--- src/design/assert_macros.svh ---
// ----------------------------------------------------------------------------
// assert_macros.svh
// Shared concurrent assertion macros for the infrared transmitter RTL.
// ----------------------------------------------------------------------------
`ifndef ASSERT_MACROS_SVH
`define ASSERT_MACROS_SVH

// Expression must hold at every clock edge outside reset.
`define ASSERT_ALWAYS(name, clk, rst, expr) \
   name: assert property (@(posedge clk) disable iff (rst) (expr)) \
      else $error("assertion failed");

// Antecedent implies consequent in the same cycle.
`define ASSERT_IMPLY(name, clk, rst, ante, cons) \
   name: assert property (@(posedge clk) disable iff (rst) (ante) |-> (cons)) \
      else $error("assertion failed");

`endif

--- src/design/ipdt_pkg.sv ---
// ----------------------------------------------------------------------------
// ipdt_pkg
// Types and constants shared by the infrared pulse distance transmitter.
// ----------------------------------------------------------------------------
`default_nettype none

package ipdt_pkg;

   // Number of command bits sent per frame
   localparam int CODE_BITS = 32;

   // Operation codes on the request channel
   localparam logic OP_TICK  = 1'b0;
   localparam logic OP_START = 1'b1;

   // Control register indexes
   localparam int CSR_INDEX_W = 3;
   localparam int CSR_DATA_W  = 16;
   localparam logic [CSR_INDEX_W-1:0] CSR_CARRIER_PERIOD = 3'd0;
   localparam logic [CSR_INDEX_W-1:0] CSR_CARRIER_HIGH   = 3'd1;
   localparam logic [CSR_INDEX_W-1:0] CSR_LEAD_MARK      = 3'd2;
   localparam logic [CSR_INDEX_W-1:0] CSR_LEAD_SPACE     = 3'd3;
   localparam logic [CSR_INDEX_W-1:0] CSR_BIT_MARK       = 3'd4;
   localparam logic [CSR_INDEX_W-1:0] CSR_ONE_SPACE      = 3'd5;
   localparam logic [CSR_INDEX_W-1:0] CSR_ZERO_SPACE     = 3'd6;
   localparam logic [CSR_INDEX_W-1:0] CSR_STOP_SPACE     = 3'd7;

   // Control register file contents
   typedef struct packed {
      logic [7:0]  carrier_period;
      logic [7:0]  carrier_high;
      logic [15:0] lead_mark_ticks;
      logic [15:0] lead_space_ticks;
      logic [15:0] bit_mark_ticks;
      logic [15:0] one_space_ticks;
      logic [15:0] zero_space_ticks;
      logic [15:0] stop_space_ticks;
   } cfg_type;

   // Status for one processed item
   typedef struct packed {
      logic line_level;
      logic mark_active;
      logic busy_res;
      logic frame_done;
      logic start_rejected;
   } result_type;

endpackage

`default_nettype wire

--- src/design/ipdt_csr.sv ---
// ----------------------------------------------------------------------------
// ipdt_csr
// Control register file: timing and carrier settings, write only.
// ----------------------------------------------------------------------------
`default_nettype none

module ipdt_csr
   import ipdt_pkg::*;
(
   input  wire logic                   clock,
   input  wire logic                   reset,
   input  wire logic                   csr_write_enable,
   input  wire logic [CSR_INDEX_W-1:0] csr_index,
   input  wire logic [CSR_DATA_W-1:0]  csr_write_data,
   output cfg_type                     cfg
);

   cfg_type cfg_ff;
   cfg_type cfg_in;

   // Register write decode
   always_comb begin
      cfg_in = cfg_ff;
      if (csr_write_enable) begin
         case (csr_index)
            CSR_CARRIER_PERIOD: cfg_in.carrier_period   = csr_write_data[7:0];
            CSR_CARRIER_HIGH:   cfg_in.carrier_high     = csr_write_data[7:0];
            CSR_LEAD_MARK:      cfg_in.lead_mark_ticks  = csr_write_data;
            CSR_LEAD_SPACE:     cfg_in.lead_space_ticks = csr_write_data;
            CSR_BIT_MARK:       cfg_in.bit_mark_ticks   = csr_write_data;
            CSR_ONE_SPACE:      cfg_in.one_space_ticks  = csr_write_data;
            CSR_ZERO_SPACE:     cfg_in.zero_space_ticks = csr_write_data;
            CSR_STOP_SPACE:     cfg_in.stop_space_ticks = csr_write_data;
            default:            cfg_in = cfg_ff;
         endcase
      end
   end

   always_ff @(posedge clock) begin
      if (reset) begin
         cfg_ff.carrier_period   <= 8'd25;
         cfg_ff.carrier_high     <= 8'd12;
         cfg_ff.lead_mark_ticks  <= 16'd9000;
         cfg_ff.lead_space_ticks <= 16'd4500;
         cfg_ff.bit_mark_ticks   <= 16'd560;
         cfg_ff.one_space_ticks  <= 16'd1690;
         cfg_ff.zero_space_ticks <= 16'd560;
         cfg_ff.stop_space_ticks <= 16'd1690;
      end else begin
         cfg_ff <= cfg_in;
      end
   end

   assign cfg = cfg_ff;

endmodule

`default_nettype wire

--- src/design/ipdt_engine.sv ---
// ----------------------------------------------------------------------------
// ipdt_engine
// Frame sequencer: phase, tick and carrier counters, command shifter.
// ----------------------------------------------------------------------------
`default_nettype none

module ipdt_engine
   import ipdt_pkg::*;
(
   input  wire logic                 clock,
   input  wire logic                 reset,
   input  wire logic                 item_valid,
   input  wire logic                 item_op,
   input  wire logic [CODE_BITS-1:0] item_command,
   input  wire cfg_type              cfg,
   output result_type                result
);

   `include "assert_macros.svh"

   localparam int BITS_W = $clog2(CODE_BITS + 1);
   localparam logic [BITS_W-1:0] BITS_FULL = BITS_W'(CODE_BITS);

   // Frame phase codes
   localparam logic [2:0] PH_IDLE       = 3'd0;
   localparam logic [2:0] PH_LEAD_MARK  = 3'd1;
   localparam logic [2:0] PH_LEAD_SPACE = 3'd2;
   localparam logic [2:0] PH_BIT_MARK   = 3'd3;
   localparam logic [2:0] PH_BIT_SPACE  = 3'd4;
   localparam logic [2:0] PH_STOP_MARK  = 3'd5;
   localparam logic [2:0] PH_STOP_SPACE = 3'd6;

   function automatic logic is_mark(input logic [2:0] ph);
      return (ph == PH_LEAD_MARK) || (ph == PH_BIT_MARK) || (ph == PH_STOP_MARK);
   endfunction

   logic [2:0]           phase_ff,    phase_in;
   logic [15:0]          tick_cnt_ff, tick_cnt_in;
   logic [7:0]           carrier_ff,  carrier_in;
   logic [BITS_W-1:0]    bits_ff,     bits_in;
   logic [CODE_BITS-1:0] code_ff,     code_in;

   logic [15:0]       phase_len;
   logic [15:0]       tick_inc;
   logic [7:0]        carrier_step;
   logic [BITS_W-1:0] bits_dec;
   logic              done;
   logic              rejected;

   // Length of the current phase
   always_comb begin
      case (phase_ff)
         PH_LEAD_MARK:  phase_len = cfg.lead_mark_ticks;
         PH_LEAD_SPACE: phase_len = cfg.lead_space_ticks;
         PH_BIT_MARK:   phase_len = cfg.bit_mark_ticks;
         PH_BIT_SPACE:  phase_len = code_ff[CODE_BITS-1] ? cfg.one_space_ticks
                                                         : cfg.zero_space_ticks;
         PH_STOP_MARK:  phase_len = cfg.bit_mark_ticks;
         PH_STOP_SPACE: phase_len = cfg.stop_space_ticks;
         default:       phase_len = 16'd1;
      endcase
   end

   assign tick_inc     = tick_cnt_ff + 16'd1;
   assign bits_dec     = bits_ff - BITS_W'(1);
   assign carrier_step = (carrier_ff >= cfg.carrier_period) ? 8'd0 : carrier_ff + 8'd1;

   // Next state for one accepted item
   always_comb begin
      phase_in    = phase_ff;
      tick_cnt_in = tick_cnt_ff;
      carrier_in  = carrier_ff;
      bits_in     = bits_ff;
      code_in     = code_ff;
      done        = 1'b0;
      rejected    = 1'b0;
      if (item_op == OP_START) begin
         if (phase_ff != PH_IDLE) begin
            rejected = 1'b1;
         end else begin
            code_in     = item_command;
            bits_in     = BITS_FULL;
            phase_in    = PH_LEAD_MARK;
            tick_cnt_in = 16'd0;
            carrier_in  = 8'd0;
         end
      end else if (phase_ff != PH_IDLE) begin
         if (is_mark(phase_ff)) begin
            carrier_in = carrier_step;
         end
         if ((tick_inc < phase_len) && (tick_inc != 16'd0)) begin
            tick_cnt_in = tick_inc;
         end else begin
            tick_cnt_in = 16'd0;
            case (phase_ff)
               PH_LEAD_MARK:  phase_in = PH_LEAD_SPACE;
               PH_LEAD_SPACE: phase_in = PH_BIT_MARK;
               PH_BIT_MARK:   phase_in = PH_BIT_SPACE;
               PH_BIT_SPACE: begin
                  code_in  = {code_ff[CODE_BITS-2:0], 1'b0};
                  bits_in  = bits_dec;
                  phase_in = (bits_dec == '0) ? PH_STOP_MARK : PH_BIT_MARK;
               end
               PH_STOP_MARK:  phase_in = PH_STOP_SPACE;
               PH_STOP_SPACE: begin
                  phase_in = PH_IDLE;
                  done     = 1'b1;
               end
               default:       phase_in = PH_IDLE;
            endcase
            // Carrier restarts with every mark
            if (is_mark(phase_in)) begin
               carrier_in = 8'd0;
            end
         end
      end
   end

   always_ff @(posedge clock) begin
      if (reset) begin
         phase_ff    <= PH_IDLE;
         tick_cnt_ff <= 16'd0;
         carrier_ff  <= 8'd0;
         bits_ff     <= '0;
         code_ff     <= '0;
      end else if (item_valid) begin
         phase_ff    <= phase_in;
         tick_cnt_ff <= tick_cnt_in;
         carrier_ff  <= carrier_in;
         bits_ff     <= bits_in;
         code_ff     <= code_in;
      end
   end

   // Status after this item
   always_comb begin
      result.mark_active    = is_mark(phase_in);
      result.line_level     = is_mark(phase_in) && (carrier_in < cfg.carrier_high);
      result.busy_res       = (phase_in != PH_IDLE);
      result.frame_done     = done;
      result.start_rejected = rejected;
   end

   `ASSERT_ALWAYS(a_bits_range, clock, reset, bits_ff <= BITS_FULL)
   `ASSERT_IMPLY(a_idle_count_clear, clock, reset, phase_ff == PH_IDLE, tick_cnt_ff == 16'd0)
   `ASSERT_IMPLY(a_bit_phase_has_bits, clock, reset,
      (phase_ff == PH_BIT_MARK) || (phase_ff == PH_BIT_SPACE), bits_ff != '0)

endmodule

`default_nettype wire

--- src/design/infrared_pulse_distance_transmitter.sv ---
// ----------------------------------------------------------------------------
// infrared_pulse_distance_transmitter
// Pulse-distance infrared frame transmitter with carrier modulation.
// ----------------------------------------------------------------------------
// Usage:
//   Request channel (req_valid/req_stall): req_op selects a one microsecond
//   tick or a frame start; req_command carries the 32-bit code for a start.
//   Response channel (rsp_valid/rsp_stall): exactly one transfer per request,
//   in order, with the line level and frame status after that request.
//   Control port (csr_*): plain writes of the timing and carrier registers,
//   done while no request is outstanding.
//   A response is presented in the cycle after its request transfer.
//   Throughput: one request per cycle when not stalled; frame state updates
//   in the cycle of the transfer, status lands in a single output register.
//   Stall: while a held response is stalled, req_stall is raised; once the
//   response drains, a new request is taken in the same cycle.
//   Reset: synchronous, clears the frame to idle, empties the output register
//   and restores register defaults (38 kHz-style carrier, standard timings).
// ----------------------------------------------------------------------------
`default_nettype none

module infrared_pulse_distance_transmitter
   import ipdt_pkg::*;
(
   input  wire logic                   clock,
   input  wire logic                   reset,
   // request channel
   input  wire logic                   req_valid,
   output logic                        req_stall,
   input  wire logic                   req_op,
   input  wire logic [31:0]            req_command,
   // response channel
   output logic                        rsp_valid,
   input  wire logic                   rsp_stall,
   output logic                        rsp_line_level,
   output logic                        rsp_mark_active,
   output logic                        rsp_busy_res,
   output logic                        rsp_frame_done,
   output logic                        rsp_start_rejected,
   // control registers
   input  wire logic                   csr_write_enable,
   input  wire logic [CSR_INDEX_W-1:0] csr_index,
   input  wire logic [CSR_DATA_W-1:0]  csr_write_data
);

   `include "assert_macros.svh"

   cfg_type    cfg;
   result_type result;
   result_type rsp_ff;
   logic       rsp_valid_ff, rsp_valid_in;
   logic       req_take;

   ipdt_csr u_csr (
      .clock            (clock),
      .reset            (reset),
      .csr_write_enable (csr_write_enable),
      .csr_index        (csr_index),
      .csr_write_data   (csr_write_data),
      .cfg              (cfg)
   );

   ipdt_engine u_engine (
      .clock        (clock),
      .reset        (reset),
      .item_valid   (req_take),
      .item_op      (req_op),
      .item_command (req_command[CODE_BITS-1:0]),
      .cfg          (cfg),
      .result       (result)
   );

   // Output register frees up when empty or drained this cycle
   assign req_stall    = rsp_valid_ff && rsp_stall;
   assign req_take     = req_valid && !req_stall;
   assign rsp_valid_in = req_take || (rsp_valid_ff && rsp_stall);

   always_ff @(posedge clock) begin
      if (reset) begin
         rsp_valid_ff <= 1'b0;
      end else begin
         rsp_valid_ff <= rsp_valid_in;
      end
   end

   always_ff @(posedge clock) begin
      if (req_take) begin
         rsp_ff <= result;
      end
   end

   assign rsp_valid          = rsp_valid_ff;
   assign rsp_line_level     = rsp_ff.line_level;
   assign rsp_mark_active    = rsp_ff.mark_active;
   assign rsp_busy_res       = rsp_ff.busy_res;
   assign rsp_frame_done     = rsp_ff.frame_done;
   assign rsp_start_rejected = rsp_ff.start_rejected;

   `ASSERT_IMPLY(a_done_not_busy, clock, reset,
      rsp_valid_ff && rsp_ff.frame_done, !rsp_ff.busy_res)
   `ASSERT_IMPLY(a_reject_while_busy, clock, reset,
      rsp_valid_ff && rsp_ff.start_rejected, rsp_ff.busy_res)
   `ASSERT_IMPLY(a_level_needs_mark, clock, reset,
      rsp_valid_ff && rsp_ff.line_level, rsp_ff.mark_active)

endmodule

`default_nettype wire

--- config.mk ---
export PLATFORM = sky130hd
export DESIGN_NAME = infrared_pulse_distance_transmitter
export DESIGN_NICKNAME = d
export VERILOG_FILES = /design/src/design/ipdt_pkg.sv /design/src/design/ipdt_csr.sv /design/src/design/ipdt_engine.sv /design/src/design/infrared_pulse_distance_transmitter.sv
export VERILOG_INCLUDE_DIRS = /design/src /design/src/design
export SDC_FILE = /design/constraint.sdc
export NUM_CORES = 1
export LEC_CHECK = 0
export ABC_AREA = 1
export BUFFER_PORTS_ARGS = -buffer_cell sky130_fd_sc_hd__buf_2
export CORE_ASPECT_RATIO = 1.75
export CORE_MARGIN = 2
export CORE_UTILIZATION = 51
export CTS_BUF_LIST = sky130_fd_sc_hd__clkbuf_8 sky130_fd_sc_hd__clkbuf_16
export DETAILED_ROUTE_END_ITERATION = 10
export PLACE_DENSITY = 0.7
export SLEW_MARGIN = 20
export SYNTH_ARGS = -nofsm -noshare
export SYNTH_HDL_FRONTEND = slang
export SYNTH_SLANG_ARGS = --single-unit
--- constraint.sdc ---
create_clock -name clock -period 5.85 [get_ports clock]
set_clock_uncertainty 0.05 [all_clocks]
set_input_delay 1.17 -clock clock [delete_from_list [all_inputs] [get_ports clock]]
set_output_delay 1.17 -clock clock [all_outputs]
set_load 0.01 [all_outputs]
* Yosys cells after proc, flatten, opt, wreduce, memory -nomap -nowiden *
Cells that the tools add are included.

storage, ports and cells
  register bits = 183
  input port bits = 57
  output and inout bits = 7
  logic and storage cells = 112

operators by class
  add/subtract/negate cells = 3
  $lt $le $gt $ge = 3
  equal/unequal tests = 21
  mux-type cells = 34
  bitwise logic cells = 1
  reduce and logical (&&, ||, !) cells = 31

operators by type and width
  cell                                                                 count
  32-bit two-way mux                                                   5
  16-bit two-way mux                                                   5
  16-bit one-hot mux with 5 select lines                               1
  8-bit two-way mux                                                    7
  6-bit two-way mux                                                    5
  3-bit == test (second input constant)                                9
  3-bit two-way mux                                                    8
  3-bit by 2-bit == test with 1-bit output (second input constant)     6
  16-bit by 1-bit adder with 16-bit output (second input constant)     1
  16-bit < comparator                                                  1
  2-bit AND reduction                                                  8
  16-bit nonzero test                                                  1
  3-bit one-hot mux with 5 select lines                                1
  3-bit by 1-bit == test with 1-bit output (second input constant)     4
  8-bit by 1-bit adder with 8-bit output (second input constant)       1
  8-bit greater-or-equal comparator                                    1
  8-bit < comparator                                                   1
  1-bit logical OR                                                     7
  6-bit zero test                                                      1
  3-bit nonzero test                                                   2
  6-bit by 1-bit subtractor with 6-bit output (second input constant)  1
  5-bit AND reduction                                                  1
  1-bit logical AND                                                    4
  2-bit inequality test (second input constant)                        2
  8 further kinds                                                      10

* Longest topological paths before layout *
Gate-level depths: netlist (run 1).

  word-level depth = 17
  mapped depth = 28
  mapped depth without buffers = 27

* Hierarchy *
From an unflattened synthesis (run 1), not the netlist that was laid out.

unflattened totals
  cells, all modules = 1404
  area total of the unflattened synthesis = 9552.9 um^2

modules (own cells, without submodules)
  module                               times used  cells each  area an instance (um^2)  sequential area each (um^2)
  ipdt_engine                          1           785         5002.3                   1301.2
  ipdt_csr                             1           608         4351.7                   2242.2
  infrared_pulse_distance_transmitter  1           11          198.9                    170.2

* Worst setup path before layout (run 1) *
No wires, ideal clock.

  path type = register -> register
  from = register u_engine.phase_ff[0]
  to = register rsp_ff, in the netlist rsp_line_level, data pin
  setup time = 0.146 ns
  arrival time = 3.424 ns
  data required time = 5.654 ns
  setup slack = 2.230 ns
  stages on the path, launching flop included = 24
  path buffers = 2
  clock period less this slack = 3.620 ns
  path through = dfxtp_1 -> buf_2 -> nor3_1 -> clkbuf_1 -> a22oi_1 -> o21ai_0 -> a211oi_1 -> ha_1 -> nand2_1 -> inv_1 -> nand3_1 -> a31oi_1 -> nor3_1 -> nand2_1 -> nor2_2 -> nand2_4 -> nand2_2 -> nand2_1 -> o22ai_1 -> ha_1 -> a21oi_1 -> o21a_1 -> nand3_1 -> a21oi_1

RTL lines
  item                    line                                       source
  from (decl)             ipdt_engine.sv:37                          logic [2:0] phase_ff, phase_in;
  from (signal assigned)  ipdt_engine.sv:127                         phase_ff <= phase_in;
  to (signal assigned)    infrared_pulse_distance_transmitter.sv:88  rsp_ff <= result;
  to (decl)               infrared_pulse_distance_transmitter.sv:50  result_type rsp_ff;

==> impl_metrics.ini, run 1 <==
[critical_path]
path_cells = nand2_1, nor2_1, inv_1, o21ai_0, a211oi_1, ha_1, nand2_1, inv_1, nand3_1, a31oi_1, nor3_1, nand2_1, nor2_2, nand2_4, nand2_2, nand2_1, o22ai_1, ha_1, a21oi_1, o21a_1, nand3_1, a21oi_1
r2r-start = u_engine.phase_ff[0]$_SDFFE_PP0P_
r2r-end = rsp_line_level$_DFFE_PP_
rrSetupSlack_ns = 1.34
crit_type = reg2reg
critPathMostFrequentCell = nand2_1
crit_family = simple AND/OR/NAND/NOR gates
cpPeakStageDelay_ns = 0.76
slowest_stage = nor2_1
critPathRequiredTime_ns = 6.09
path_buf_inv = 2
cp_max_fo = 13
cp-end-kind = register
crit_cells = 22
crit_path_end = rsp_line_level$_DFFE_PP_
worstPathArrival_ns = 4.75
crit_start = u_engine.phase_ff[0]$_SDFFE_PP0P_
start_kind = register
r2r_cells = 22

[placed_design]
place_area_um2 = 9360
port_buffers = 63
pre_cts_ws_ns = 1.35
finalWeightedCongestion = 0.878
dp_hpwl_um = 16300

[clocking]
clk-insertion-delay-late_ns = 0.44
cts_root_buf = clkbuf_16
cts_hold_buf = 0
cts_tree = yes
cts.clk_slew.worst_paths_ns = 0.07
cts_resized = 0
clock-sinks = 183
cts_buffers = 17
clockBufferDepth = 2
htree_levels = 4
cts_setup_buffers = 0

[sta]
period_needed_ns = 4.51
setup_tns_ns = 0
period_share_pct = 77.1
setup_viol = 0
fin_ws_ns = 1.34
max_slew.worst_pin.slew_ns = 1.04
hold_violations = 0
drv_slew = 0
relSlewSlack_pct = 30.7
rsz0062_at_grt = false
fmax_mhz = 222

[logic_synthesis]
syn-num-nets = 1370
yosysSeqAreaShare_pct = 41.6
synthCells = 1277
synth.area.top_cells = dfxtp_1 40%, nand2_1 13%, nor2_1 7.4%
yosysWarnings = 0
ys_ff_latch = 183
syn-cell-area_um2 = 8940
async_reset_ff_share_pct = 0
synth_top_cell_by_area = dfxtp_1
avgSynthCellArea_um2 = 7.00
synth_edf_count = 5
synthFlopType = dfxtp_1
ys_types = 43
synth_top_area_share_pct = 39.9

[layout]
seqCellArea_um2 = 3710
syn2layout_area_growth_pct = 11.0
multi_input_area_um2 = 4520
finalInstanceArea_um2 = 9920
layout-drive-gt1-share_pct = 10.0
nNetsFinal = 1395
antennaDiodeCount = 0
fill_cells = 1757

[run_status]
status = finished, final reports clean

[die]
coreArea_um2 = 17300
ioPinCount = 64
dieWidth_um = 104
std_cell_rows = 64
die_y_um = 179
dieArea_um2 = 18600
start_util_pct = 51.7

[routing]
viasPerCell = 5.38
postRouteAntennaNets = 0
wl_per_cell_um = 15.1
via_count = 8316
totalWireLength_um = 23300
drt-initial-drc-count = 530
dr.pass1.iters = 5
drc = 0

[worst_hold_path]
hp-class = reg2reg

[global_route]
antenna_found_initial = 0
grt_max_degree = 75
grt_overflow = 0
grt_pass1_vias = 7799
grt_pass1_wl_um = 38200
grt_use_total_pct = 25.5

[job]
cap_violations = 0

[pwr]
vdd_drop_max_v = 0.000237
p_leak_nw = 4.43
powerDensity_nw_per_um2 = 282
## per-stage QoR
step	instances	total power, mW	util, %	hold slack [ns]
floorplan	1277	1.61	-	0.375
global placement	1513	1.71	54.0	0.386
detailed placement	1514	1.72	54.1	0.393
CTS	1546	2.81	57.3	0.407
global route	1546	2.92	57.4	0.428
finish	1546	2.80	57.4	0.407
## logic make-up after synthesis
| kind of cell | share of synthesized area, % |
|---|---|
| AOI/OAI and AO/OA | 18.3 |
| xor gates and xnor gates | 1.37 |
| adders and majority gates | 5.04 |
| buffers and inverters | 8.04 |
| DFF | 41.6 |
| and+or+nand+nor | 25.7 |
## area by class of cell
type,count,area share (%)
multi-input combinational,910,45.5
sequential,183,37.4
inverter,117,4.44
clock buffer,17,4.29
timing repair buffer,73,4.14
tap,231,2.91
clock inverter,15,1.30
## metal layers
layer,up-vias,track usage [%],part of all wire [%],routed length (µm)
met4,0,9.68,2.7,631
met5,-,0,0,0
met1,3821,29.0,41,9540
li1,4229,-,-,-
met2,221,47.8,53,12200
met3,45,3.85,3.9,899
## power by group
part | total [mW] | internal [mW] | switching [mW]
registers | 1.34 | 1.31 | 0.0329
clock network | 1.11 | 0.560 | 0.548
logic | 0.350 | 0.115 | 0.235
total | 2.80 | 1.98 | 0.816
## worst reg2reg max path, cell delays in order (launching register included)
cell and delay, ns:
dfxtp_1 0.61, nand2_1 0.18, nor2_1 0.76, inv_1 0.21, o21ai_0 0.23, a211oi_1 0.08
ha_1 0.29, nand2_1 0.06, inv_1 0.06, nand3_1 0.07, a31oi_1 0.07, nor3_1 0.13
nand2_1 0.08, nor2_2 0.13, nand2_4 0.10, nand2_2 0.12, nand2_1 0.15, o22ai_1 0.19
ha_1 0.28, a21oi_1 0.17, o21a_1 0.15, nand3_1 0.07, a21oi_1 0.13
## synthesized netlist by cell type, types with 9 or more instances
master    number
a211oi_1       9
a21oi_1       79
a31oi_1       32
buf_2          9
clkbuf_1      52
dfxtp_1      178
ha_1          36
inv_1        109
nand2_1      302
nand3_1       55
nor2_1       177
o21ai_0      121
o21ai_1       16
xor2_1        12
## flip-flops by register name, indices dropped and copies added, names as in the netlist
name,cells
u_engine.bits_ff,6
u_engine.phase_ff,3
rsp_line_level,1
rsp_busy_res,1
u_engine.tick_cnt_ff,16
u_engine.code_ff,32
rsp_mark_active,1
rsp_frame_done,1
u_csr.cfg,112
rsp_start_rejected,1
u_engine.carrier_ff,8
rsp_valid,1
## placed cells by master (no fill, tap or decap), types with 3 or more instances in the layout
cell type	synthesis	layout
nand4_1	7	7
clkinvlp_4	0	3
a31oi_1	32	32
edfxtp_1	5	5
o21ai_0	121	121
ha_1	36	36
xor2_1	12	12
dfxtp_1	178	178
a221o_1	4	4
nor2_2	5	5
a22oi_1	3	3
clkbuf_16	0	17
o21bai_1	3	3
nand2_1	302	302
a21oi_1	79	79
o21ai_1	16	16
inv_6	0	6
o211ai_1	7	7
inv_8	0	3
inv_1	109	108
nor2_1	177	177
nand3_1	55	55
buf_2	9	63
buf_4	0	9
a221oi_1	7	7
nand2_2	5	4
inv_2	6	6
a211oi_1	9	9
nor3_1	6	5
o22ai_1	6	6
## how the worst min path moves through the flow
stage / startpoint / to / slack (ns) / cells past startpoint
after floorplan: u_csr.cfg[55]$_SDFFE_PP0P_ / u_csr.cfg[55]$_SDFFE_PP0P_ / 0.37 / 2
after global placement: u_csr.cfg[55]$_SDFFE_PP0P_ / u_csr.cfg[55]$_SDFFE_PP0P_ / 0.39 / 2
after detailed placement: u_csr.cfg[68]$_SDFFE_PP1P_ / u_csr.cfg[68]$_SDFFE_PP1P_ / 0.39 / 2
after CTS: u_csr.cfg[48]$_SDFFE_PP0P_ / u_csr.cfg[48]$_SDFFE_PP0P_ / 0.41 / 2
after global routing: u_csr.cfg[68]$_SDFFE_PP1P_ / u_csr.cfg[68]$_SDFFE_PP1P_ / 0.43 / 2
final: u_csr.cfg[48]$_SDFFE_PP0P_ / u_csr.cfg[48]$_SDFFE_PP0P_ / 0.41 / 2
(Power assumes the default switching activity.)
==> run 2, diff against run 1 <==
--- a/config.mk
+++ b/config.mk
@@ -6,7 +6,7 @@
 export SDC_FILE = /design/constraint.sdc
 export NUM_CORES = 1
 export LEC_CHECK = 0
-export ABC_AREA = 1
+export ABC_AREA = 0
 export BUFFER_PORTS_ARGS = -buffer_cell sky130_fd_sc_hd__buf_2
 export CORE_ASPECT_RATIO = 1.75
 export CORE_MARGIN = 2
==> constraint.sdc (replaced) <==
create_clock -name clock -period 4.25 [get_ports clock]
set_clock_uncertainty 0.05 [all_clocks]
set_input_delay 0.85 -clock clock [delete_from_list [all_inputs] [get_ports clock]]
set_output_delay 0.85 -clock clock [all_outputs]
set_load 0.01 [all_outputs]
==> impl_metrics.ini, run 2 <==
[critical_path]
path_cells = nor2_1, nand2_2, buf_12, o22ai_1, a221oi_2, ha_1, and3_4, a221o_1, a21oi_2, nand2_2, o32ai_4, buf_6, a21oi_2, a31oi_1, ha_1, a21o_1, a21o_1, a21oi_2, nand2_1, nor2_1, o21ai_1, a41o_1, a211oi_2
critPathRequiredTime_ns = 4.48
crit_type = reg2reg
crit_family = compound AO/OA/AOI/OAI gates
cpPeakStageDelay_ns = 0.35
start_kind = register
cp-end-kind = register
rrSetupSlack_ns = -0.20
r2r_cells = 23
worstPathArrival_ns = 4.67
path_buf_inv = 2
r2r-end = rsp_line_level$_DFFE_PP_
cp_max_fo = 11
slowest_stage = dfxtp_2
r2r-start = u_engine.phase_ff[0]$_SDFFE_PP0P_
critPathMostFrequentCell = a21oi_2

[worst_hold_path]
holdPathEnd = u_csr.cfg[44]$_SDFFE_PP0P_
whs_path_depth = 2
hp-class = reg2reg
holdCritStartpoint = u_csr.cfg[44]$_SDFFE_PP0P_

[logic_synthesis]
avgSynthCellArea_um2 = 8.12
ys_ff_latch = 183
syn-num-nets = 1246
synthFlopType = dfxtp_1
synthCells = 1153
ys_types = 61
synth_common_cells = 249 x nand2_1, 178 x dfxtp_1, 101 x a21oi_1
yosysSeqAreaShare_pct = 39.7
synth.area.top_cells = dfxtp_1 38%, nand2_1 10%, mux2i_1 7.2%
yosysWarnings = 0
synth_top_area_share_pct = 38.1
synth_top_cell_by_area = dfxtp_1
synth.most_common_cell = nand2_1
syn-cell-area_um2 = 9360
synth_edf_count = 5
async_reset_ff_share_pct = 0

[pwr]
vdd_drop_max_v = 0.000326
p_leak_nw = 4.45
finalPower_mw = 3.75
powerDensity_nw_per_um2 = 337

[sta]
relSlewSlack_pct = 35.5
setup_viol = 1
fin_ws_ns = -0.196
max_slew.worst_pin.slew_ns = 0.962
fmax_mhz = 225
rsz0062_at_grt = true
drv_slew = 0
period_needed_ns = 4.45
hold_violations = 0
period_share_pct = 105

[global_route]
antenna_found_initial = 0
grt_use_total_pct = 25.9
grt_pass1_wl_um = 40300
grt_max_degree = 145
grt_pass1_vias = 8098
grt_overflow = 0

[routing]
totalWireLength_um = 24500
viasPerCell = 5.68
postRouteAntennaNets = 0
dr.pass1.iters = 5
via_count = 8423
wl_per_cell_um = 16.5
drt-initial-drc-count = 466
drc = 0

[placed_design]
pre_cts_ws_ns = -0.446
port_buffers = 63
dp_hpwl_um = 17800
finalWeightedCongestion = 0.893
place_area_um2 = 10400

[clocking]
clock-sinks = 183
cts_tree = yes
clk-insertion-delay-late_ns = 0.44
cts_root_buf = clkbuf_16
cts.clk_slew.worst_paths_ns = 0.07
cts_buffers = 17
clockBufferDepth = 2
htree_levels = 4

[layout]
layout-drive-gt1-share_pct = 18.6
antennaDiodeCount = 0
nNetsFinal = 1330
finalInstanceArea_um2 = 11100
syn2layout_area_growth_pct = 18.9
layout_common_cells = 246 x nand2_1, 173 x dfxtp_1, 98 x a21oi_1
largest_reg_flops = 112
final_common_cell = nand2_1

[run_status]
status = finished, violations left
violations = setup timing

[die]
dieWidth_um = 106
start_util_pct = 52.1
ioPinCount = 64
std_cell_rows = 65
coreArea_um2 = 18000
dieArea_um2 = 19500
die_y_um = 183

[job]
cap_violations = 0
[run 2: worst max path at each step]
stage,startpoint,to,cells past startpoint
after global routing,u_engine.phase_ff[0]$_SDFFE_PP0P_,rsp_line_level$_DFFE_PP_,24
after CTS,u_engine.phase_ff[2]$_SDFFE_PP0P_,rsp_line_level$_DFFE_PP_,23
after global placement,u_engine.phase_ff[2]$_SDFFE_PP0P_,rsp_line_level$_DFFE_PP_,23
after detailed placement,u_engine.phase_ff[2]$_SDFFE_PP0P_,rsp_line_level$_DFFE_PP_,23
final,u_engine.phase_ff[0]$_SDFFE_PP0P_,rsp_line_level$_DFFE_PP_,23
after floorplan,u_engine.phase_ff[2]$_SDFFE_PP0P_,rsp_line_level$_DFFE_PP_,24
[run 2: metrics by stage]
stage	instances	TNS (ns)	hold WS (ns)	utilization [%]
after global placement	1445	-0.360	0.391	57.8
after CTS	1484	-0.197	0.405	61.8
after floorplan	1153	-0.0941	0.383	-
final	1484	-0.196	0.406	61.9
after global routing	1484	-0.431	0.418	61.9
after detailed placement	1445	-0.446	0.396	57.8
[run 2: repair_timing]
action | in CTS | in global routing
gates resized for setup | 22 | 5
setup buffers | 6 | 0
hold buffers | 0 | 0
pin swaps | 6 | 3
endpoints found under the setup margin | 1 | 1
gates cloned | 1 | 0
[run 2: layer usage]
layer	up-vias	track usage (%)	routed length, µm
met5	-	0	0
met4	0	14.7	1150
met3	72	4.41	856
met2	196	47.1	12900
met1	3940	27.8	9540
li1	4215	-	-
[run 2: cell families after synthesis]
logic type,share of synthesized area (%)
AND/OR/NAND/NOR,22.3
AO/OA/AOI/OAI,18.3
flip-flops,39.7
buffers and inverters,5.43
multiplexers,7.65
adder cells (fa/ha/maj),4.81
XOR/XNOR,1.87
[run 2: worst min-delay path, stage by stage (launching register included)]
cell and delay (ns):
dfxtp_1 0.31, nand2_1 0.05, a21oi_1 0.05
[run 2: report_power, final]
| part | total (mW) | switching [mW] | internal (mW) |
|---|---|---|---|
| Combinational | 0.453 | 0.267 | 0.186 |
| Sequential | 1.81 | 0.0309 | 1.78 |
| Clock | 1.49 | 0.684 | 0.809 |
[run 2: layout make-up]
type	count	area [µm²]
clock buffers	20	478
clock inverters	12	76.3
fillers	1562	6840
inverters	24	93.8
multi-input cells	853	5290
flip-flops and latches	183	3720
well taps	234	293
repair buffers	158	1180
